File: src/rtl/core/bpt_pkg.sv
`timescale 1ns / 1ps
`default_nettype none
// ----------------------------------------------------------------------------
// bpt_pkg
// shared widths, register indexes and types of the barometric compensation
// ----------------------------------------------------------------------------
package bpt_pkg;

	localparam int RAW_W     = 24;
	localparam int CAL_W     = 16;
	localparam int TEMP_W    = 19;
	localparam int PRES_W    = 32;
	localparam int CFG_IDX_W = 3;
	localparam int OFF_W     = 37;
	localparam int SENS_W    = 36;

	// calibration register indexes
	localparam logic [CFG_IDX_W-1:0] REG_SENS     = 3'd0;
	localparam logic [CFG_IDX_W-1:0] REG_OFF      = 3'd1;
	localparam logic [CFG_IDX_W-1:0] REG_SENS_TC  = 3'd2;
	localparam logic [CFG_IDX_W-1:0] REG_OFF_TC   = 3'd3;
	localparam logic [CFG_IDX_W-1:0] REG_TREF     = 3'd4;
	localparam logic [CFG_IDX_W-1:0] REG_TEMPSENS = 3'd5;

	typedef struct packed {
		logic [CAL_W-1:0] sens;
		logic [CAL_W-1:0] off;
		logic [CAL_W-1:0] sens_tc;
		logic [CAL_W-1:0] off_tc;
		logic [CAL_W-1:0] tref;
		logic [CAL_W-1:0] tempsens;
	} cal_t;

	// hand-off from the coefficient stages to the pressure stages
	typedef struct packed {
		logic                     valid;
		logic [RAW_W-1:0]         raw_pressure;
		logic signed [TEMP_W-1:0] temperature;
		logic signed [OFF_W-1:0]  off;
		logic signed [SENS_W-1:0] sens;
	} coef_t;

endpackage
`default_nettype wire

File: src/rtl/core/bpt_pres_pipe.sv
`timescale 1ns / 1ps
`default_nettype none
// ----------------------------------------------------------------------------
// bpt_pres_pipe
// stages 4 to 7: split pressure product, offset removal and final scaling
// ----------------------------------------------------------------------------
module bpt_pres_pipe (
	input  logic                               clk,
	input  logic                               arst_n,
	input  logic                               en,
	input  bpt_pkg::coef_t                     coef,
	output logic                               out_valid,
	output logic signed [bpt_pkg::TEMP_W-1:0]  temperature,
	output logic signed [bpt_pkg::PRES_W-1:0]  pressure
);
	import bpt_pkg::*;

	localparam logic [59:0] PROD_RND = 60'h1F_FFFF;
	localparam logic [39:0] DIFF_RND = 40'h00_0000_7FFF;

	logic                     v_s4, v_s5, v_s6, v_s7;
	logic signed [TEMP_W-1:0] temp_s4, temp_s5, temp_s6, temp_s7;
	logic signed [OFF_W-1:0]  off_s4, off_s5;
	logic [41:0]              pp_lo_s4;
	logic signed [42:0]       pp_hi_s4;
	logic signed [59:0]       prod_s5;
	logic signed [39:0]       diff_s6;
	logic signed [PRES_W-1:0] pres_s7;

	logic [60:0] prod_sum;
	logic [59:0] prod_adj;
	logic [38:0] prod_div;
	logic [39:0] diff_adj;
	logic [24:0] pres_div;

	assign prod_sum = {pp_hi_s4, 18'b0} + {19'b0, pp_lo_s4};
	assign prod_adj = prod_s5 + (prod_s5[59] ? PROD_RND : 60'd0);
	assign prod_div = prod_adj[59:21];
	assign diff_adj = diff_s6 + (diff_s6[39] ? DIFF_RND : 40'd0);
	assign pres_div = diff_adj[39:15];

	always_ff @(posedge clk or negedge arst_n) begin
		if (!arst_n) begin
			v_s4 <= 1'b0;
			v_s5 <= 1'b0;
			v_s6 <= 1'b0;
			v_s7 <= 1'b0;
		end else if (en) begin
			v_s4 <= coef.valid;
			v_s5 <= v_s4;
			v_s6 <= v_s5;
			v_s7 <= v_s6;
		end
	end

	always_ff @(posedge clk) begin
		if (en) begin
			// sensitivity split into an unsigned low and a signed high part
			pp_lo_s4 <= coef.raw_pressure * coef.sens[17:0];
			pp_hi_s4 <= $signed({1'b0, coef.raw_pressure}) * $signed(coef.sens[35:18]);
			temp_s4  <= coef.temperature;
			off_s4   <= coef.off;
			prod_s5  <= prod_sum[59:0];
			temp_s5  <= temp_s4;
			off_s5   <= off_s4;
			diff_s6  <= $signed({prod_div[38], prod_div}) - $signed({{3{off_s5[36]}}, off_s5});
			temp_s6  <= temp_s5;
			// quotient fits 25 bits, so it never reaches the 32-bit limits
			pres_s7  <= $signed({{7{pres_div[24]}}, pres_div});
			temp_s7  <= temp_s6;
		end
	end

	assign out_valid   = v_s7;
	assign temperature = temp_s7;
	assign pressure    = pres_s7;

endmodule
`default_nettype wire

File: config.mk
export PLATFORM = sky130hd
export DESIGN_NAME = bpt_pres_pipe
export DESIGN_NICKNAME = d
export VERILOG_FILES = /design/src/rtl/core/bpt_pkg.sv /design/src/rtl/core/bpt_pres_pipe.sv
export SDC_FILE = /design/constraint.sdc
export NUM_CORES = 2
export LEC_CHECK = 0
export ABC_CLOCK_PERIOD_IN_PS = 10250
export BUFFER_PORTS_ARGS = -buffer_cell sky130_fd_sc_hd__buf_2
export CAP_MARGIN = 10
export CORE_MARGIN = 2
export CORE_UTILIZATION = 45
export CTS_CLUSTER_DIAMETER = 40
export DETAILED_ROUTE_END_ITERATION = 7
export GPL_ROUTABILITY_DRIVEN = 0
export HOLD_SLACK_MARGIN = 0.15
export PLACE_DENSITY_LB_ADDON = 0.25
export SLEW_MARGIN = 20
export SYNTH_ARGS = -nofsm -noshare
export SYNTH_HDL_FRONTEND = slang
export SYNTH_SLANG_ARGS = --single-unit
File: constraint.sdc
create_clock -name clk -period 10.25 [get_ports clk]
set_clock_uncertainty 0.2 [all_clocks]
set_input_delay 2.05 -clock clk [delete_from_list [all_inputs] [get_ports clk]]
set_output_delay 2.05 -clock clk [all_outputs]
set_load 0.01 [all_outputs]
==> impl_results.md <==
- Initial core utilization: 45.5%
- Hold/Removal Path Class: reg -> reg
- Total GRT Usage: 21.5%
- Root buf cell: clkbuf_16
- Routed len/inst: 17.9 um
- Slew margin rel.: 30.2%
- Post-synthesis simple-gate area fraction: 13.3%
- Total negative slack: 0 ns
- Gr ovfl total: 0
- Clock insertion delay at the later pin of the skew report: 0.55 ns
- PortBufs: 171
- Most frequent cells in the layout: inv_1, fa_1, nand2_1
- Setup ws final: 1.64 ns
- RSZ-0062 raised after global routing: no
- Critical path arrival: 8.69 ns
- Die width: 317 um
- EDFF count, synth: 359
- Largest net degree at the start of global routing: 94
- Most common cell after layout, fill and taps aside: inv_1
- Min Hold Slack: 0.209 ns
- Fillers: 8926
- Ys flop type: edfxtp_1
- FP Rows: 114
- Ys async rst share: 1.10%
- Hold_buf cts: 0
- Initial antenna violation count: 4
- Achievable Freq: 116 MHz
- Setup crit end kind: register
- CTS Buffer Depth: 3
- Post-place setup slack: 1.08 ns
- Post-synthesis adder-cell area fraction: 42.1%
- Area of the die: 101000 um^2
- Slew @ Worst Pin: 1.05 ns
- Post-Synth XOR/XNOR Area: 4.13%
- Vias in the first global route: 31400
- Clock transition at the registers of the reported paths: 0.06 ns
- Post-Syn Nets: 5573
- MaxCap Viol Count: 0
- Register area share after synthesis: 24.7%
- Final worst path period need: 8.61 ns
- Setup Viol. Count Final: 0
- CP max FO: 36
- DRT iter0 DRCs: 1695
- Post-route ant nets: 0
- Netlist cell types: 67
- Hold Fails Final Rpt: 0
- Sinks on Clock Net: 363
- Post_cts resized: 0
- Netlist Area Pre-Place: 44100 um^2
- Dpl cells: 5682
- Die Y: 317 um
- Detailed-route vias per instance: 5.12
- First-pass GRT wire length: 170000 um
- Synth Area in Compound Gates: 6.17%
- Largest family of logic cells by synthesized area: adder cells
- CP Class: in -> reg
- Tcrit/Tclk final: 84.0%
- Synth-to-layout area growth: 7.68%
- Placed wire-length estimate: 78600 um
- H-tree level count: 2
- Layout cell share with drive strength beyond 1: 6.51%
- WP data required: 10.33 ns
- Core area: 96900 um^2
- Final cell count without fillers: 5762
- CTS Buf Count: 44
- CTS tree: built
- Crit path launch type: input pin
- #FFs+latches synth: 363
- I/O Pins: 172
- Status: finished clean
- Post-synthesis average cell area: 10.0 um^2
- Via count: 29500
- DR DRC count: 0
- Post-synthesis cell count: 4394
- Drt total wl: 103000 um
- Mux cell area share after synthesis: 0.102%
- Setup Fix Bufs, Post-CTS: 0
- Final Max Tran Viols: 0
- Final nets: 5631
- Yosys warning total: 0
- DRT Pass-1 Iters: 6
-- registers in the layout (all words and copies together) (netlist names) --
signal	cells
prod_s5	60
temperature	19
off_s4	37
temp_s4	19
temp_s6	19
temp_s5	19
v_s5	1
diff_s6	40
pressure	25
v_s4	1
v_s6	1
pp_lo_s4	42
off_s5	37
out_valid	1
pp_hi_s4	42
-- layout make-up --
| class | count | area [um^2] | share of cell area (%) |
|---|---|---|---|
| flip-flops and latches | 363 | 10900 | 22.9 |
| inverters | 932 | 3500 | 7.37 |
| well taps | 1276 | 1600 | 3.36 |
| clock inverters | 30 | 305 | 0.643 |
| diodes | 2 | 5.00 | 0.0105 |
| clock buffers | 48 | 1160 | 2.44 |
| repair buffers | 193 | 1030 | 2.17 |
| multi-input cells | 2918 | 29000 | 61.1 |
-- final timing paths --
check                                    end  cells past startpoint  slack (ns)          from
max in group asynchronous               v_s6                      1        8.63        arst_n
worst min register to register   prod_s5[14]                      0        0.21  pp_lo_s4[14]
min in group asynchronous          out_valid                      1        1.10        arst_n
worst max register to register   diff_s6[37]                     24        3.87   prod_s5[59]
worst min-delay path             prod_s5[14]                      0        0.21  pp_lo_s4[14]
worst max-delay path            pp_lo_s4[40]                     24        1.64     coef[113]
-- cell families (layout without fill, tap and decap cells) --
logic type	after synthesis	after routing
simple gates	1224	1224
fa+ha+maj	1059	1059
flops	363	363
mux	4	4
xor+xnor	208	208
compound gates	423	423
other cells	0	2
buf+inv	1113	1203
-- synth_stat cells, types with 6 or more instances --
cell         n  area, um^2
nand2_1    627        2350
and2_1     322        2010
fa_1       706       14100
o21ai_0     74         370
nor2_1      77         289
a211oi_1    10        75.1
buf_4        7        52.6
edfxtp_1   359       10800
a21boi_0     9        67.6
o21a_1      19         143
inv_1      932        3500
xor2_1      49         429
a31oi_1     16         100
o211ai_1     6        45.0
nor2b_1     38         238
xnor2_1    159        1390
and3_1      29         181
a21oi_1    137         686
clkbuf_1   172         646
nand3_1     48         240
and4_1       6        52.6
nand4_1     28         175
a2111oi_0    6        52.6
nand2b_1    26         163
ha_1       353        4420
o21bai_1    12        90.1
a21o_1      89         668
-- layer usage --
metal / up-vias / track usage (%) / wire [um]
li1: 13700 / - / -
met1: 14800 / 30.8 / 47600
met2: 806 / 35.2 / 47100
met3: 162 / 2.29 / 5860
met4: 2 / 5.39 / 2610
met5: - / 0 / 14
-- worst max-delay path, stage by stage --
cell and delay (ns):
buf_2 0.65, nand2_1 0.18, fa_1 0.57, inv_1 0.06, fa_1 0.54, inv_1 0.05, fa_1 0.50, inv_1 0.05
fa_1 0.49, fa_1 0.49, inv_1 0.05, fa_1 0.48, inv_1 0.09, ha_1 0.41, nand3_1 0.16, or3_1 0.38
or2_2 0.31, a21oi_1 0.16, a21oi_1 0.16, o21bai_1 0.20, a21oi_1 0.13, o31ai_1 0.26, a21oi_1 0.12, xnor2_1 0.15
-- per-stage QoR --
| stage | utilization, % | cell area, um^2 |
|---|---|---|
| floorplan | - | 44100 |
| global placement | 47.5 | 46000 |
| detailed placement | 47.5 | 46000 |
| CTS | 49.0 | 47500 |
| global route | 49.0 | 47500 |
| finish | 49.0 | 47500 |
Power is left out: the tool's default activity adds up to more than one toggle a clock period on the data nets, which glitch-free logic cannot reach.
