===== src/rtl/core/bpt_pkg.sv =====
`timescale 1ns / 1ps
`default_nettype none
// ----------------------------------------------------------------------------
// bpt_pkg
// shared widths, register indexes and types of the barometric compensation
// ----------------------------------------------------------------------------
package bpt_pkg;

	localparam int RAW_W     = 24;
	localparam int CAL_W     = 16;
	localparam int TEMP_W    = 19;
	localparam int PRES_W    = 32;
	localparam int CFG_IDX_W = 3;
	localparam int OFF_W     = 37;
	localparam int SENS_W    = 36;

	// calibration register indexes
	localparam logic [CFG_IDX_W-1:0] REG_SENS     = 3'd0;
	localparam logic [CFG_IDX_W-1:0] REG_OFF      = 3'd1;
	localparam logic [CFG_IDX_W-1:0] REG_SENS_TC  = 3'd2;
	localparam logic [CFG_IDX_W-1:0] REG_OFF_TC   = 3'd3;
	localparam logic [CFG_IDX_W-1:0] REG_TREF     = 3'd4;
	localparam logic [CFG_IDX_W-1:0] REG_TEMPSENS = 3'd5;

	typedef struct packed {
		logic [CAL_W-1:0] sens;
		logic [CAL_W-1:0] off;
		logic [CAL_W-1:0] sens_tc;
		logic [CAL_W-1:0] off_tc;
		logic [CAL_W-1:0] tref;
		logic [CAL_W-1:0] tempsens;
	} cal_t;

	// hand-off from the coefficient stages to the pressure stages
	typedef struct packed {
		logic                     valid;
		logic [RAW_W-1:0]         raw_pressure;
		logic signed [TEMP_W-1:0] temperature;
		logic signed [OFF_W-1:0]  off;
		logic signed [SENS_W-1:0] sens;
	} coef_t;

endpackage
`default_nettype wire


===== src/rtl/core/bpt_coeff_pipe.sv =====
`timescale 1ns / 1ps
`default_nettype none
// ----------------------------------------------------------------------------
// bpt_coeff_pipe
// stages 1 to 3: temperature difference, coefficient products, temperature,
// offset and sensitivity
// ----------------------------------------------------------------------------
module bpt_coeff_pipe (
	input  logic                        clk,
	input  logic                        arst_n,
	input  logic                        en,
	input  logic                        in_valid,
	input  logic [bpt_pkg::RAW_W-1:0]   raw_pressure,
	input  logic [bpt_pkg::RAW_W-1:0]   raw_temperature,
	input  bpt_pkg::cal_t               cal,
	output bpt_pkg::coef_t              coef
);
	import bpt_pkg::*;

	localparam logic [41:0] TEMP_RND = 42'h0000_07F_FFFF;
	localparam logic [41:0] OFF_RND  = 42'd63;
	localparam logic [41:0] SENS_RND = 42'd127;

	logic                     v_s1, v_s2, v_s3;
	logic [RAW_W-1:0]         d1_s1, d1_s2, d1_s3;
	logic signed [24:0]       dt_s1;
	logic signed [41:0]       p6_s2, p4_s2, p3_s2;
	logic signed [TEMP_W-1:0] temp_s3;
	logic signed [OFF_W-1:0]  off_s3;
	logic signed [SENS_W-1:0] sens_s3;

	logic [41:0] p6_adj, p4_adj, p3_adj;
	logic [35:0] off_div;
	logic [34:0] sens_div;

	// bias negative products so the shift truncates toward zero
	assign p6_adj   = p6_s2 + (p6_s2[41] ? TEMP_RND : 42'd0);
	assign p4_adj   = p4_s2 + (p4_s2[41] ? OFF_RND : 42'd0);
	assign p3_adj   = p3_s2 + (p3_s2[41] ? SENS_RND : 42'd0);
	assign off_div  = p4_adj[41:6];
	assign sens_div = p3_adj[41:7];

	always_ff @(posedge clk or negedge arst_n) begin
		if (!arst_n) begin
			v_s1 <= 1'b0;
			v_s2 <= 1'b0;
			v_s3 <= 1'b0;
		end else if (en) begin
			v_s1 <= in_valid;
			v_s2 <= v_s1;
			v_s3 <= v_s2;
		end
	end

	always_ff @(posedge clk) begin
		if (en) begin
			d1_s1   <= raw_pressure;
			dt_s1   <= $signed({1'b0, raw_temperature}) - $signed({1'b0, cal.tref, 8'h00});
			d1_s2   <= d1_s1;
			p6_s2   <= dt_s1 * $signed({1'b0, cal.tempsens});
			p4_s2   <= dt_s1 * $signed({1'b0, cal.off_tc});
			p3_s2   <= dt_s1 * $signed({1'b0, cal.sens_tc});
			d1_s3   <= d1_s2;
			temp_s3 <= $signed(p6_adj[41:23]) + 19'sd2000;
			off_s3  <= $signed({4'b0, cal.off, 17'b0}) + $signed({off_div[35], off_div});
			sens_s3 <= $signed({4'b0, cal.sens, 16'b0}) + $signed({sens_div[34], sens_div});
		end
	end

	assign coef.valid        = v_s3;
	assign coef.raw_pressure = d1_s3;
	assign coef.temperature  = temp_s3;
	assign coef.off          = off_s3;
	assign coef.sens         = sens_s3;

endmodule
`default_nettype wire


===== config.mk =====
export PLATFORM = sky130hd
export DESIGN_NAME = bpt_coeff_pipe
export DESIGN_NICKNAME = d
export VERILOG_FILES = /design/src/rtl/core/bpt_pkg.sv /design/src/rtl/core/bpt_coeff_pipe.sv
export SDC_FILE = /design/constraint.sdc
export NUM_CORES = 2
export LEC_CHECK = 0
export BUFFER_PORTS_ARGS = -buffer_cell sky130_fd_sc_hd__buf_4
export CAP_MARGIN = 15
export CORE_ASPECT_RATIO = 0.9
export CORE_MARGIN = 3
export CORE_UTILIZATION = 53
export DETAILED_ROUTE_END_ITERATION = 8
export PLACE_DENSITY = 0.7
export SLEW_MARGIN = 20
export SYNTH_ARGS = -nofsm -noshare
export SYNTH_HDL_FRONTEND = slang
export SYNTH_SLANG_ARGS = --single-unit

===== constraint.sdc =====
create_clock -name clk -period 8.47 [get_ports clk]
set_input_delay 2.1175 -clock clk [delete_from_list [all_inputs] [get_ports clk]]
set_output_delay 2.1175 -clock clk [all_outputs]
set_load 0.005 [all_outputs]

==> results.py <==
metrics = {
    "routing": {
        "dr.pass1.iters": 6,
        "drt-total-wl_microns": 127000,
        "dr.max_layer_used": "met4",
        "wl_met3_microns": 8370,
        "via_per_inst": 5.28,
        "dr_total_vias": 40100,
        "ant_nets": 0,
        "wl_per_cell_microns": 16.7,
        "drcViolationCount": 0,
        "drtIter0Drc": 2353,
        "m1WireLength_microns": 54600,
        "met2_length_microns": 60900,
    },
    "setup_path": {
        "critPathRequiredTime_ps": 8830,
        "end_kind": "flop",
        "worstPathMaxFanout": 18,
        "startpoint_type": "primary input",
        "path_class": "primary input to flop",
        "arrival_ps": 8400,
    },
    "floorplan": {
        "row_count": 114,
        "die_area_sq_um": 113000,
        "chipHeight_microns": 319,
        "die_width_microns": 354,
        "pin_count": 265,
        "start_util": 0.535,
        "core-area_sq_um": 108000,
    },
    "logic_synthesis": {
        "ys_async_sr_fraction": 0.00943,
        "syn_area_sq_um": 57700,
        "syn-num-nets": 7685,
        "yosysMostFrequentCell": "inv_1",
        "synth-edff-count": 315,
        "synthFlopType": "edfxtp_1",
        "synth.distinct_cells": 81,
        "synthCells": 5970,
        "ys_top_cells_by_area": "fa_1 41%, edfxtp_1 16%, inv_1 9.8%",
        "synth_commonest_cells": "1503 x inv_1, 1176 x fa_1, 806 x nand2_1",
        "ys_seq_area_frac": 0.165,
        "ys_seq_elements": 318,
        "postSynthAreaPerCell_sq_um": 9.66,
        "yosys_warnings": 0,
        "synth_area_leader_cell": "fa_1",
        "netlist.area_leader.share": 0.408,
    },
    "sta": {
        "finalHoldViolCount": 0,
        "timing.final.crit_share": 0.949,
        "period_needed_ps": 8040,
        "setup_viol": 0,
        "setup_slack_ps": 428,
        "tightest_slew_ps": 1130,
        "slew_headroom": 0.247,
        "fin_skew_ps": 33.5,
        "slew_violations": 0,
        "fin_tns_setup_ps": 0,
        "max_freq_mhz": 124,
        "rsz0062_at_grt": "false",
    },
    "layout": {
        "fin_nets": 7835,
        "drive_above_1_share": 0.0738,
        "area_delta_synth_final_pct": 8.60,
    },
    "run_status": {
        "status": "complete, no violations",
    },
    "global_route": {
        "antenna_found_initial": 5,
        "grt_max_degree": 131,
        "grt_pass1_wl_microns": 217000,
        "grt_usage": 0.238,
        "grt_pass1_vias": 42900,
        "grt_remaining_overflow": 0,
    },
    "cts": {
        "clock-sinks": 318,
        "htree_levels": 2,
        "clkSlewWorstSetupHoldPaths_ps": 60,
        "ctsResizeCount": 0,
        "cts_root_buffer": "clkbuf_16",
        "postCtsHoldBufs": 0,
        "postCtsSetupRepairBufs": 0,
        "clockBufferDepth": 3,
        "cts_buffers": 40,
        "worstSkewPairLatency_ps": 620,
        "cts_tree": "done",
    },
    "placed_design": {
        "gp_congestion": 0.842,
        "portBuffers": 264,
        "dp_hpwl_microns": 102000,
        "dp_worst_setup_slack_ps": -82.5,
    },
    "job": {
        "drv_cap": 0,
    },
    "hold_path": {
        "hp-class": "flop to flop",
    },
}
## per-layer routing
layer / track usage / up-vias
li1: - / 18100
met1: 0.332 / 20700
met2: 0.392 / 1149
met3: 0.0341 / 169
met4: 0.0637 / 0
met5: 0 / -
## critical path: stages
cell and delay, ps:
buf_4 250, nand2_1 190, fa_1 760, fa_1 470, inv_1 90, fa_1 450
fa_1 450, fa_1 520, inv_1 50, fa_1 470, inv_1 40, ha_1 370
nand3_1 200, o31a_1 320, o211ai_1 240, o21ai_1 130, a21oi_1 490, o21ai_1 250
o2111ai_1 260, a21oi_1 110, xnor2_1 120
## cell type report
class                      instances  area (sq um)
clock buffer                      46          1020
tap                             1450          1810
antenna                            3          7.51
sequential                       318          9530
fill                            9219         45100
inverter                        1503          5640
multi-input combinational       3904         41600
timing repair buffer             353          2750
clock inverter                    27           295
## registers in the layout, indices dropped and copies added (netlist names)
name and count:
temp_s3 19, d1_s2 24, sens_s3 36, off_s3 37, d1_s1 24, d1_s3 24
v_s3 1, v_s2 1, p4_s2 42, p6_s2 42, v_s1 1, p3_s2 42
dt_s1 25
## kinds of logic (layout without fill, tap and decap cells)
logic type,count (synthesis),count (layout),synth area share
AO/OA/AOI/OAI,445,445,0.0515
XOR/XNOR,243,243,0.0369
adder cells (fa/ha/maj),1567,1567,0.493
buffers and inverters,1748,1929,0.114
flip-flops,318,318,0.165
multiplexers,3,3,0.000586
other,0,3,0
AND/OR/NAND/NOR,1646,1646,0.139
## path summary, 6_finish.rpt
kind | endpoint | start | slack, ps | cells after the start
max | p6_s2[40]$_DFFE_PP_ | cal[2] | 430 | 21
min | d1_s3[18]$_DFFE_PP_ | d1_s2[18]$_DFFE_PP_ | 410 | 0
max reg2reg | p6_s2[35]$_DFFE_PP_ | dt_s1[20]$_DFFE_PP_ | 1050 | 20
min reg2reg | d1_s3[18]$_DFFE_PP_ | d1_s2[18]$_DFFE_PP_ | 410 | 0
max in group asynchronous | v_s1$_DFFE_PN0P_ | arst_n | 7070 | 1
min in group asynchronous | v_s3$_DFFE_PN0P_ | arst_n | 1310 | 1
## cells in the final DEF (no fill, tap or decap), types with 5 or more instances in the layout
cell type     n
a2111oi_0     6
a211oi_1     16
a21o_1       45
a21oi_1     139
a21oi_2       6
a31o_1        7
a31oi_1      14
and2_1      490
and3_1       28
and4_1        9
buf_12        5
buf_4       343
clkbuf_1      6
clkbuf_16    40
clkinv_1      7
edfxtp_1    315
fa_1       1176
ha_1        391
inv_1      1503
nand2_1     806
nand2b_1     17
nand3_1      73
nand3b_1      5
nand4_1      21
nor2_1      104
nor2b_1      20
nor3_1       26
nor4_1        7
o2111ai_1     7
o211ai_1     12
o21a_1       27
o21ai_0      49
o21ai_1      27
o21bai_1     25
o31a_1        6
o31ai_1       7
or2_2         7
or3_1        11
xnor2_1     174
xor2_1       69
## metrics by stage
step,instances,instance area [sq um],utilization,hold WS [ps]
2_1_floorplan,5970,57700,-,400
3_3_place_gp,7524,61200,0.569,400
3_5_place_dp,7526,61300,0.569,405
4_1_cts,7599,62600,0.581,417
5_1_grt,7603,62600,0.581,423
6_report,7604,62600,0.581,413
Power is not shown: default switching activity piles up to over one toggle a cycle in this logic, so the estimate is an artifact.
