--- config.mk ---
export PLATFORM = sky130hd
export DESIGN_NAME = bpt_cfg_regs_flat
export DESIGN_NICKNAME = d
export VERILOG_FILES = /design/src/rtl/core/bpt_pkg.sv /design/src/rtl/core/bpt_if.sv /design/src/rtl/core/bpt_cfg_regs.sv /design/src/flat_wrapper.sv
export SDC_FILE = /design/constraint.sdc
export NUM_CORES = 1
export LEC_CHECK = 0
export BUFFER_PORTS_ARGS = -buffer_cell sky130_fd_sc_hd__buf_2
export CAP_MARGIN = 20
export CORE_UTILIZATION = 50
export CTS_CLUSTER_SIZE = 28
export DETAILED_ROUTE_END_ITERATION = 7
export GPL_TIMING_DRIVEN = 0
export PLACE_DENSITY = 0.86
export RECOVER_POWER = 50
export SETUP_SLACK_MARGIN = 0.15
export SYNTH_ARGS = -nofsm -noshare
export SYNTH_HDL_FRONTEND = slang
export SYNTH_SLANG_ARGS = --single-unit
--- constraint.sdc ---
create_clock -name clk -period 1.1 [get_ports clk]
set_input_delay 0.22 -clock clk [delete_from_list [all_inputs] [get_ports clk]]
set_output_delay 0.22 -clock clk [all_outputs]
set_load 0.05 [all_outputs]
--- src/rtl/core/bpt_pkg.sv ---
`timescale 1ns / 1ps
`default_nettype none
// ----------------------------------------------------------------------------
// bpt_pkg
// shared widths, register indexes and types of the barometric compensation
// ----------------------------------------------------------------------------
package bpt_pkg;

	localparam int RAW_W     = 24;
	localparam int CAL_W     = 16;
	localparam int TEMP_W    = 19;
	localparam int PRES_W    = 32;
	localparam int CFG_IDX_W = 3;
	localparam int OFF_W     = 37;
	localparam int SENS_W    = 36;

	// calibration register indexes
	localparam logic [CFG_IDX_W-1:0] REG_SENS     = 3'd0;
	localparam logic [CFG_IDX_W-1:0] REG_OFF      = 3'd1;
	localparam logic [CFG_IDX_W-1:0] REG_SENS_TC  = 3'd2;
	localparam logic [CFG_IDX_W-1:0] REG_OFF_TC   = 3'd3;
	localparam logic [CFG_IDX_W-1:0] REG_TREF     = 3'd4;
	localparam logic [CFG_IDX_W-1:0] REG_TEMPSENS = 3'd5;

	typedef struct packed {
		logic [CAL_W-1:0] sens;
		logic [CAL_W-1:0] off;
		logic [CAL_W-1:0] sens_tc;
		logic [CAL_W-1:0] off_tc;
		logic [CAL_W-1:0] tref;
		logic [CAL_W-1:0] tempsens;
	} cal_t;

	// hand-off from the coefficient stages to the pressure stages
	typedef struct packed {
		logic                     valid;
		logic [RAW_W-1:0]         raw_pressure;
		logic signed [TEMP_W-1:0] temperature;
		logic signed [OFF_W-1:0]  off;
		logic signed [SENS_W-1:0] sens;
	} coef_t;

endpackage
`default_nettype wire

--- src/rtl/core/bpt_if.sv ---
`timescale 1ns / 1ps
`default_nettype none


interface bpt_cfg_if;
	logic                          valid;
	logic                          ready;
	logic [bpt_pkg::CFG_IDX_W-1:0] index;
	logic [bpt_pkg::CAL_W-1:0]     data;

	modport source (output valid, output index, output data, input ready);
	modport sink (input valid, input index, input data, output ready);
endinterface
`default_nettype wire

--- src/rtl/core/bpt_cfg_regs.sv ---
`timescale 1ns / 1ps
`default_nettype none
// ----------------------------------------------------------------------------
// bpt_cfg_regs
// six calibration words, written through the configuration channel
// ----------------------------------------------------------------------------
module bpt_cfg_regs (
	input  logic           clk,
	input  logic           arst_n,
	bpt_cfg_if.sink        cfg,
	output bpt_pkg::cal_t  cal
);
	import bpt_pkg::*;

	cal_t cal_q;

	assign cfg.ready = 1'b1;
	assign cal       = cal_q;

	always_ff @(posedge clk or negedge arst_n) begin
		if (!arst_n) begin
			cal_q <= '0;
		end else if (cfg.valid) begin
			unique case (cfg.index)
				REG_SENS:     cal_q.sens     <= cfg.data;
				REG_OFF:      cal_q.off      <= cfg.data;
				REG_SENS_TC:  cal_q.sens_tc  <= cfg.data;
				REG_OFF_TC:   cal_q.off_tc   <= cfg.data;
				REG_TREF:     cal_q.tref     <= cfg.data;
				REG_TEMPSENS: cal_q.tempsens <= cfg.data;
				default: begin
					// unknown index, request dropped
				end
			endcase
		end
	end

endmodule
`default_nettype wire

--- src/flat_wrapper.sv ---
// flat-port wrapper written by rule: the top's interface ports become plain ports
module bpt_cfg_regs_flat import bpt_pkg::*;
  (clk, arst_n, cal, cfg_valid, cfg_index, cfg_data, cfg_ready);
  bpt_cfg_if cfg_i ();
  input  logic clk;
  input  logic arst_n;
  output bpt_pkg::cal_t cal;
  input wire logic [$bits(cfg_i.valid)-1:0] cfg_valid;
  input wire logic [$bits(cfg_i.index)-1:0] cfg_index;
  input wire logic [$bits(cfg_i.data)-1:0] cfg_data;
  output wire logic [$bits(cfg_i.ready)-1:0] cfg_ready;
  assign cfg_i.valid = cfg_valid;
  assign cfg_i.index = cfg_index;
  assign cfg_i.data = cfg_data;
  assign cfg_ready = cfg_i.ready;
  bpt_cfg_regs u_core (.clk(clk), .arst_n(arst_n), .cfg(cfg_i), .cal(cal));
endmodule
==> results by group, run 1 <==
Timing
  – Number of pins with negative max-slew slack in the final report: 0
  – Count of endpoints failing hold in the final timing report: 24
  – Slew headroom: 56.7%
  – Final critical delay including setup and external delays: 1.26 ns
  – Post-route fraction of the period consumed by the critical path: 114%
  – Achievable frequency: 0.795 GHz
  – Worst Skew: 0 ns
  – Transition at the pin with the smallest max-transition slack: 0.650 ns
  – Post-Route Hold Slack: -0.155 ns
  – Post-route setup slack: -0.157 ns
  – Setup violators final: 96
  – RSZ-0062 raised after global routing: true

Route
  – Detailed-route via count: 2,993
  – Post-route DRC violation count: 0
  – Number of DRC markers after the initial detailed-route iteration: 150
  – Wire length after detailed routing: 15,000 um
  – Antenna violation net count after detailed routing: 0
  – Routed vias/inst: 5.59
  – Drt wl/cell: 28.1 um
  – First-pass iteration count of the detailed router: 5

CTS
  – Number of buffers between clock root and the deepest sink: 2
  – Cell at the root of the clock tree: sky130_fd_sc_hd__clkbuf_8
  – Number of H-tree levels: 3
  – TritonCTS clock tree: yes
  – Clock edge transition at the registers on the reported setup and hold paths: 0.11 ns
  – Total CTS buffers: 9
  – Clock sink count: 96
  – Skew-Pair Late Insertion Delay: 0.38 ns

Global route
  – First-pass GRT wire length: 17,500 um
  – Number of antenna violations at the first check in global routing: 1
  – Total grt overflow: 0
  – Overall global routing resource usage: 32.4%
  – Largest net degree at the start of global routing: 73
  – Via count of the first global-routing pass: 3,006

Worst setup path
  – Endpoint type of the worst setup path: output pin
  – Buffering stage count on the worst path with inverters included: 1
  – Kind of cell adding the most delay to the critical path: flip-flops
  – Worst-path maximum fanout: 2
  – Element type at the critical path start: register
  – Critical Path Max Stage Delay: 0.46 ns
  – Kind of critical path: reg2out
  – Arrival time at the worst endpoint: 1.04 ns
  – Required arrival time at the worst endpoint: 0.88 ns
  – Cell Chain, Critical Path: buf_6
  – Cell at the slowest stage of the critical path: sky130_fd_sc_hd__dfrtp_1

Pwr
  – Worst IR Drop VDD: 1.74 mV
  – Pwr per Cell Area: 2310 mW/mm2
  – Leakage power: 0.00315 uW

Placement
  – Post-detail-place hpwl: 5560 um
  – Weighted congestion at the end of routability-driven global placement: 0.776
  – Setup slack at placement: -0.612 ns
  – Count of buffers from port buffering: 116
  – Instance count after placement with tap cells included: 423

Final layout
  – Layout-stage area growth over the synthesis result: 75.3%
  – Number of flip-flops in the largest register: 96
  – Final-layout fill cell count: 213
  – Fraction of final layout cells sized beyond drive strength 1: 80.3%
  – Post-layout util: 92.7%
  – Net count reported at finish: 453
  – Count of non-filler cells in the finished layout: 535

Floorplan
  – Die Footprint: 0.00774 mm2
  – Row count: 30
  – CORE AREA: 0.00698 mm2
  – I/O pin cnt: 119
  – Die outline width: 88.0 um
  – Initial core utilization: 52.9%
  – Die Ht: 88.0 um

Synthesis
  – Syn Std Cell Area: 0.00369 mm2
  – Portion of the post-synthesis area used by sequential elements: 65.0%
  – Cell count after synthesis: 210
  – Number of nets produced by synthesis: 232
  – Number of warnings reported in the yosys synthesis log: 0
  – Register bit total from synthesis: 96
  – Number of distinct library cells after synthesis: 12
  – Average cell area after synthesis: 17.6 um2

Status
  – Outcome: finished, violations left
  – Failing checks: negative hold slack, negative setup slack

Hold path
  – Hold WC Path Type: in2async

Flow run
  – Max cap viols: 0
[kinds of logic after synthesis]
family / share of synthesized area (%)
muxes: 29.4
DFF: 65.0
buffers and inverters: 3.01
and+or+nand+nor: 2.47
other: 0.102
[path summary, 6_finish.rpt]
kind	startpoint	endpoint	cells after the start	slack (ns)
setup / recovery	u_core.cal[54]	cal[54]	1	-0.16
hold reg to reg	u_core.cal[36]	u_core.cal[36]	1	0.55
setup reg to reg	u_core.cal[94]	u_core.cal[94]	3	0.02
max in group asynchronous	arst_n	u_core.cal[5]	2	0.16
hold / removal	arst_n	u_core.cal[84]	1	-0.15
min in group clk	cfg_data[11]	u_core.cal[27]	2	0.15
[cells in the final DEF (no fill, tap or decap), types with 3 or more instances in the layout]
master / instances
sky130_fd_sc_hd__buf_6: 129
sky130_fd_sc_hd__dfrtp_1: 84
sky130_fd_sc_hd__mux2_4: 66
sky130_fd_sc_hd__buf_4: 57
sky130_fd_sc_hd__mux2_2: 30
sky130_fd_sc_hd__buf_2: 16
sky130_fd_sc_hd__dfrtp_2: 12
sky130_fd_sc_hd__clkbuf_8: 9
sky130_fd_sc_hd__buf_12: 8
sky130_fd_sc_hd__buf_8: 7
sky130_fd_sc_hd__diode_2: 3
sky130_fd_sc_hd__inv_6: 3
sky130_fd_sc_hd__clkinvlp_4: 3
[cell usage after synthesis (all sizes together)]
library cell / number / area share, %
mux2: 96 / 29
dfrtp: 96 / 65
conb: 1 / 0.10
and4bb: 3 / 1.0
buf: 11 / 3.0
nand4b: 2 / 0.81
nor4b: 1 / 0.64
[where the power goes]
part           switching, uW  internal (uW)  leakage [uW]
combinational           4160           3320       0.00193
sequential               782           4320       0.00114
clock                   1500            846     0.0000827
total                   6440           8490       0.00315
[per-layer routing]
metal	share of wire (%)	vias to the layer above	GRT usage [%]
li1	-	1190	-
met1	34	1550	35.8
met2	53	178	58.4
met3	6.0	75	7.54
met4	6.4	0	15.8
met5	0	-	0
[what timing repair did]
| item | 4_1_cts | 5_1_grt |
|---|---|---|
| resized for setup | 236 | 37 |
| gates cloned | 3 | 1 |
| pin swaps | 2 | 4 |
| endpoints found under the hold margin | 24 | 24 |
| buffers inserted | 53 | 36 |
| setup endpoints to repair | 162 | 146 |
[through the flow]
| stage | setup TNS (ns) | area, um2 | power, uW |
|---|---|---|---|
| floorplan | -10.16 | 3900 | 8540 |
| global placement | -128.13 | 4600 | 9620 |
| detailed placement | -29.03 | 4630 | 9760 |
| CTS | -4.60 | 6050 | 13600 |
| global route | -11.01 | 6470 | 15300 |
| finish | -8.58 | 6470 | 14900 |
[cell type report]
class | count | area (um2) | share of cell area (%)
clock inverter | 7 | 53.8 | 0.831
sequential | 96 | 2420 | 37.3
timing repair buffer | 210 | 2140 | 33.0
antenna | 3 | 7.51 | 0.116
multi-input combinational | 103 | 1440 | 22.3
clock buffer | 9 | 124 | 1.91
buffer | 11 | 175 | 2.71
tap | 96 | 120 | 1.86
(Power assumes the default switching activity.)
==> inputs of run 2 (changes only) <==
Settings changed: PLACE_DENSITY 0.86 to 0.77.
==> run 2 against run 1 <==
Compared with the run above: the flow still finishes with violations (negative hold slack, negative setup slack); largest cell class unchanged; die area unchanged; power decreased by 1.8%; clock power increased by 9.0%; global-route usage fell by 1.8 points; sequential power is 2% lower; sequential share of layout area grew 0.65 points; count of clock-buffer cells in the layout did not move.
==> results by group, run 2 (same netlist as run 1, synthesis figures left out) <==
Timing
  – Slew headroom: 42.4%
  – Final critical delay including setup and external delays: 1.24 ns
  – Number of pins with negative max-slew slack in the final report: 0
  – Post-Route Hold Slack: -0.0839 ns
  – Post-route setup slack: -0.141 ns
  – Achievable frequency: 0.806 GHz
  – Count of endpoints failing hold in the final timing report: 33
  – Post-route fraction of the period consumed by the critical path: 113%
  – RSZ-0062 raised after global routing: true
  – Setup violators final: 96
  – Transition at the pin with the smallest max-transition slack: 0.864 ns
  – Worst Skew: 0 ns

CTS
  – Clock sink count: 96
  – Number of H-tree levels: 3
  – TritonCTS clock tree: yes
  – Cell at the root of the clock tree: sky130_fd_sc_hd__clkbuf_8
  – Clock edge transition at the registers on the reported setup and hold paths: 0.12 ns
  – Number of buffers between clock root and the deepest sink: 2
  – Total CTS buffers: 9
  – Skew-Pair Late Insertion Delay: 0.37 ns

Floorplan
  – Row count: 30
  – I/O pin cnt: 119
  – CORE AREA: 0.00698 mm2
  – Initial core utilization: 52.9%
  – Die Ht: 88.0 um
  – Die Footprint: 0.00774 mm2
  – Die outline width: 88.0 um

Worst setup path
  – Kind of critical path: reg2out
  – Critical Path Max Stage Delay: 0.44 ns
  – Required arrival time at the worst endpoint: 0.88 ns
  – Arrival time at the worst endpoint: 1.02 ns
  – Endpoint type of the worst setup path: output pin
  – Cell at the slowest stage of the critical path: sky130_fd_sc_hd__dfrtp_1
  – Element type at the critical path start: register
  – Kind of cell adding the most delay to the critical path: flip-flops
  – Cell Chain, Critical Path: buf_6
  – Buffering stage count on the worst path with inverters included: 1
  – Worst-path maximum fanout: 2

Route
  – Routed vias/inst: 5.26
  – Drt wl/cell: 24.2 um
  – Wire length after detailed routing: 12,500 um
  – Post-route DRC violation count: 0
  – Number of DRC markers after the initial detailed-route iteration: 132
  – Antenna violation net count after detailed routing: 0
  – First-pass iteration count of the detailed router: 4
  – Detailed-route via count: 2,716

Status
  – Outcome: finished, violations left
  – Failing checks: negative hold slack, negative setup slack

Global route
  – Via count of the first global-routing pass: 2,841
  – Number of antenna violations at the first check in global routing: 0
  – Largest net degree at the start of global routing: 64
  – Total grt overflow: 0
  – First-pass GRT wire length: 16,600 um
  – Overall global routing resource usage: 30.5%

Pwr
  – Pwr per Cell Area: 2300 mW/mm2
  – Worst IR Drop VDD: 1.42 mV
  – Leakage power: 0.00310 uW
  – Pwr Total: 14,700 uW

Final layout
  – Ant. Diodes: 0
  – Post-layout util: 91.1%
  – Most frequent standard cell in the layout excluding fill and tap cells: sky130_fd_sc_hd__buf_6
  – Multi-input logic area: 0.00145 mm2
  – Layout-stage area growth over the synthesis result: 72.3%
  – Commonest non-fill, non-tap cells in the layout: 124 x sky130_fd_sc_hd__buf_6, 84 x sky130_fd_sc_hd__dfrtp_1, 68 x sky130_fd_sc_hd__mux2_4, 47 x sky130_fd_sc_hd__buf_4, 28 x sky130_fd_sc_hd__mux2_2
  – Net count reported at finish: 437
  – Number of flip-flops in the largest register: 96
  – Final-layout fill cell count: 232
  – Combined flip-flop and latch cell area: 0.00242 mm2
  – Fraction of final layout cells sized beyond drive strength 1: 79.5%

Placement
  – Post-detail-place hpwl: 5400 um
  – Weighted congestion at the end of routability-driven global placement: 0.751
  – Count of buffers from port buffering: 116

Flow run
  – Max cap viols: 0

Hold path
  – Hold WC Path Type: in2async
-- run 2: routing by layer --
| metal | global-route usage, % | up-vias | wire (um) |
|---|---|---|---|
| met2 | 53.8 | 108 | 6770 |
| li1 | - | 1152 | - |
| met3 | 8.01 | 32 | 604 |
| met4 | 10.4 | 0 | 359 |
| met5 | 0 | - | 0 |
| met1 | 36.3 | 1424 | 4760 |
-- run 2: power breakdown --
part / total (uW) / internal (uW) / switching [uW]
Sequential: 5030 / 4320 / 707
Combinational: 7080 / 3140 / 3940
Clock: 2550 / 1100 / 1450
-- run 2: path summary, 6_finish.rpt --
kind                       slack, ns             end  depth (start not counted)      startpoint
setup / recovery               -0.14         cal[26]                          1  u_core.cal[26]
hold / removal                 -0.08  u_core.cal[26]                          1          arst_n
setup reg to reg                0.05  u_core.cal[25]                          3  u_core.cal[25]
hold reg to reg                 0.54   u_core.cal[4]                          1   u_core.cal[4]
max in group asynchronous       0.20   u_core.cal[4]                          2          arst_n
min in group clk                0.13  u_core.cal[59]                          2    cfg_data[11]
-- run 2: cell type report --
cell class | count | area share, %
well taps | 96 | 1.89
flip-flops and latches | 96 | 38.0
plain buffers | 11 | 2.75
clock buffers | 9 | 1.95
multi-input cells | 103 | 22.8
clock inverters | 7 | 1.36
repair buffers | 194 | 31.3
-- run 2: repair_timing --
action                     CTS  global route
pin swaps                    3             3
gates cloned                 4             0
hold endpoints to repair    33            33
setup endpoints to repair  162           138
buffers inserted            38            35
gates resized for setup    236            32
-- run 2: stage by stage --
stage          instance area, um2  setup WS, ns  instances  TNS, ns
2_1_floorplan                3900        -0.305        210   -10.16
3_3_place_gp                 4600         -1.26        422  -133.84
3_5_place_dp                 4630        -0.584        423   -29.33
4_1_cts                      5980       -0.0705        481    -5.30
5_1_grt                      6360        -0.159        516   -10.13
6_report                     6360        -0.141        516    -7.91
==> inputs of run 3 (changes only) <==
Settings changed: SKIP_LAST_GASP set to 1.
==> run 3 against run 2 <==
Compared with the run above: the run still ends with negative hold slack, negative setup slack left; via count is 3.6% higher; power up 1.2%; critical path depth stayed put; critical path type unchanged; critical endpoint unchanged.
==> results by group, run 3 (same netlist as run 1, synthesis figures left out) <==
Pwr
  – Pwr per Cell Area: 2330 mW/mm2
  – Worst IR Drop VDD: 1.37 mV
  – Sequential share of power: 34.3%
  – Pint: 8570 uW
  – Sw Pwr: 6260 uW
  – Pwr Total: 14,800 uW
  – Clock network power share: 17.5%
  – Leakage power: 0.00308 uW
  – Switching power as a share of total power: 42.2%
  – Combinational cell fraction of total power: 48.3%

Final layout
  – Net count reported at finish: 437
  – Layout-stage area growth over the synthesis result: 72.1%
  – Commonest non-fill, non-tap cells in the layout: 129 x sky130_fd_sc_hd__buf_6, 84 x sky130_fd_sc_hd__dfrtp_1, 64 x sky130_fd_sc_hd__mux2_4, 43 x sky130_fd_sc_hd__buf_4, 32 x sky130_fd_sc_hd__mux2_2
  – Ant. Diodes: 0
  – Multi-input logic area: 0.00143 mm2
  – Final design area excluding fillers: 0.00635 mm2
  – Fraction of final layout cells sized beyond drive strength 1: 79.5%
  – Most frequent standard cell in the layout excluding fill and tap cells: sky130_fd_sc_hd__buf_6
  – Final-layout fill cell count: 218
  – Combined flip-flop and latch cell area: 0.00242 mm2
  – Number of flip-flops in the largest register: 96

Status
  – Failing checks: negative hold slack, negative setup slack
  – Outcome: finished, violations left

Route
  – First-pass iteration count of the detailed router: 4
  – Post-route DRC violation count: 0
  – Detailed-route via count: 2,815
  – Routed vias/inst: 5.46
  – Antenna violation net count after detailed routing: 0
  – Number of DRC markers after the initial detailed-route iteration: 180
  – Drt wl/cell: 26.8 um
  – Wire length after detailed routing: 13,800 um

Worst setup path
  – Required arrival time at the worst endpoint: 0.88 ns
  – Kind of cell adding the most delay to the critical path: flip-flops
  – Cell Chain, Critical Path: buf_6
  – Buffering stage count on the worst path with inverters included: 1
  – Kind of critical path: reg2out
  – Critical Path Max Stage Delay: 0.51 ns
  – Element type at the critical path start: register
  – Cell at the slowest stage of the critical path: sky130_fd_sc_hd__dfrtp_1
  – Arrival time at the worst endpoint: 1.11 ns
  – Endpoint type of the worst setup path: output pin
  – Worst-path maximum fanout: 2

Floorplan
  – I/O pin cnt: 119
  – Initial core utilization: 52.9%
  – Die Ht: 88.0 um
  – Die outline width: 88.0 um
  – Row count: 30
  – CORE AREA: 0.00698 mm2
  – Die Footprint: 0.00774 mm2

Timing
  – Post-Route Hold Slack: -0.0543 ns
  – Post-route setup slack: -0.226 ns
  – Final critical delay including setup and external delays: 1.33 ns
  – Post-route fraction of the period consumed by the critical path: 121%
  – Slew headroom: 39.4%
  – Setup violators final: 96
  – Transition at the pin with the smallest max-transition slack: 0.909 ns
  – Number of pins with negative max-slew slack in the final report: 0
  – Worst Skew: 0 ns
  – Count of endpoints failing hold in the final timing report: 33
  – Achievable frequency: 0.754 GHz
  – RSZ-0062 raised after global routing: true

Global route
  – Overall global routing resource usage: 30.4%
  – Via count of the first global-routing pass: 2,860
  – First-pass GRT wire length: 16,600 um
  – Number of antenna violations at the first check in global routing: 0
  – Largest net degree at the start of global routing: 64
  – Total grt overflow: 0

CTS
  – Number of buffers between clock root and the deepest sink: 2
  – TritonCTS clock tree: yes
  – Cell at the root of the clock tree: sky130_fd_sc_hd__clkbuf_8
  – Clock sink count: 96
  – Total CTS buffers: 9
  – Number of H-tree levels: 3
  – Clock edge transition at the registers on the reported setup and hold paths: 0.12 ns
  – Skew-Pair Late Insertion Delay: 0.38 ns

Flow run
  – Max cap viols: 0

Placement
  – Placed cell areas: 0.00463 mm2
  – Post-detail-place hpwl: 5400 um
  – Setup slack at placement: -0.584 ns
  – Weighted congestion at the end of routability-driven global placement: 0.751
  – Count of buffers from port buffering: 116

Hold path
  – Hold WC Path Type: in2async
-- run 3: cell count changes in the layout (fill, tap and decap cells not counted) --
cell,before,now
sky130_fd_sc_hd__buf_12,8,7
sky130_fd_sc_hd__buf_6,124,129
sky130_fd_sc_hd__mux2_4,68,64
sky130_fd_sc_hd__buf_4,47,43
sky130_fd_sc_hd__mux2_2,28,32
-- run 3: area by class of cell --
cell class	instances	area share (%)
Multi-Input combinational cell	103	22.6
Clock inverter	7	1.36
Clock buffer	9	1.95
Tap cell	96	1.89
Timing Repair Buffer	194	31.6
Buffer	11	2.62
Sequential cell	96	38.0
-- run 3: final timing paths --
kind | start | end | slack, ns | depth (start not counted)
max | u_core.cal[26] | cal[26] | -0.23 | 1
min | arst_n | u_core.cal[26] | -0.05 | 1
max reg2reg | u_core.cal[26] | u_core.cal[26] | 0.05 | 2
min reg2reg | u_core.cal[4] | u_core.cal[4] | 0.54 | 1
max in group asynchronous | arst_n | u_core.cal[36] | 0.15 | 2
min in group clk | cfg_data[11] | u_core.cal[27] | 0.15 | 2
-- run 3: what timing repair did --
action | 4_1_cts | 5_1_grt
pin swaps | 3 | 2
buffers inserted | 38 | 35
cloned | 4 | 0
setup endpoints to repair | 162 | 160
gates resized for setup | 227 | 40
hold endpoints to repair | 33 | 33
-- run 3: metal layers --
metal / GRT usage (%) / wire (um) / vias to the layer above
li1: - / - / 1161
met3: 7.92 / 763 / 51
met2: 53.5 / 7510 / 150
met5: 0 / 0 / -
met4: 12.7 / 569 / 0
met1: 35.2 / 4990 / 1453
-- run 3: power by group through the flow --
stage,registers [uW],clock network [uW],logic [uW]
floorplan,7550,0,985
global placement,4760,0,4890
detailed placement,4790,0,4950
CTS,4900,2460,6390
global route,5110,2750,7360
finish,5080,2590,7160
-- run 3: worst reg2reg max path, delay by kind of cell (launching register included) --
family   cells  cell delay [ns]
buf+inv      1             0.19
flops        1             0.49
mux          1             0.27
-- run 3: per-stage QoR --
step	util, %	TNS (ns)	instances	hold slack, ns
2_1_floorplan	-	-10.16	210	-0.0756
3_3_place_gp	65.9	-133.84	422	0.483
3_5_place_dp	66.3	-29.33	423	0.196
4_1_cts	85.2	-5.30	481	-0.203
5_1_grt	91.0	-10.95	516	-0.00129
6_report	91.0	-7.74	516	-0.0543
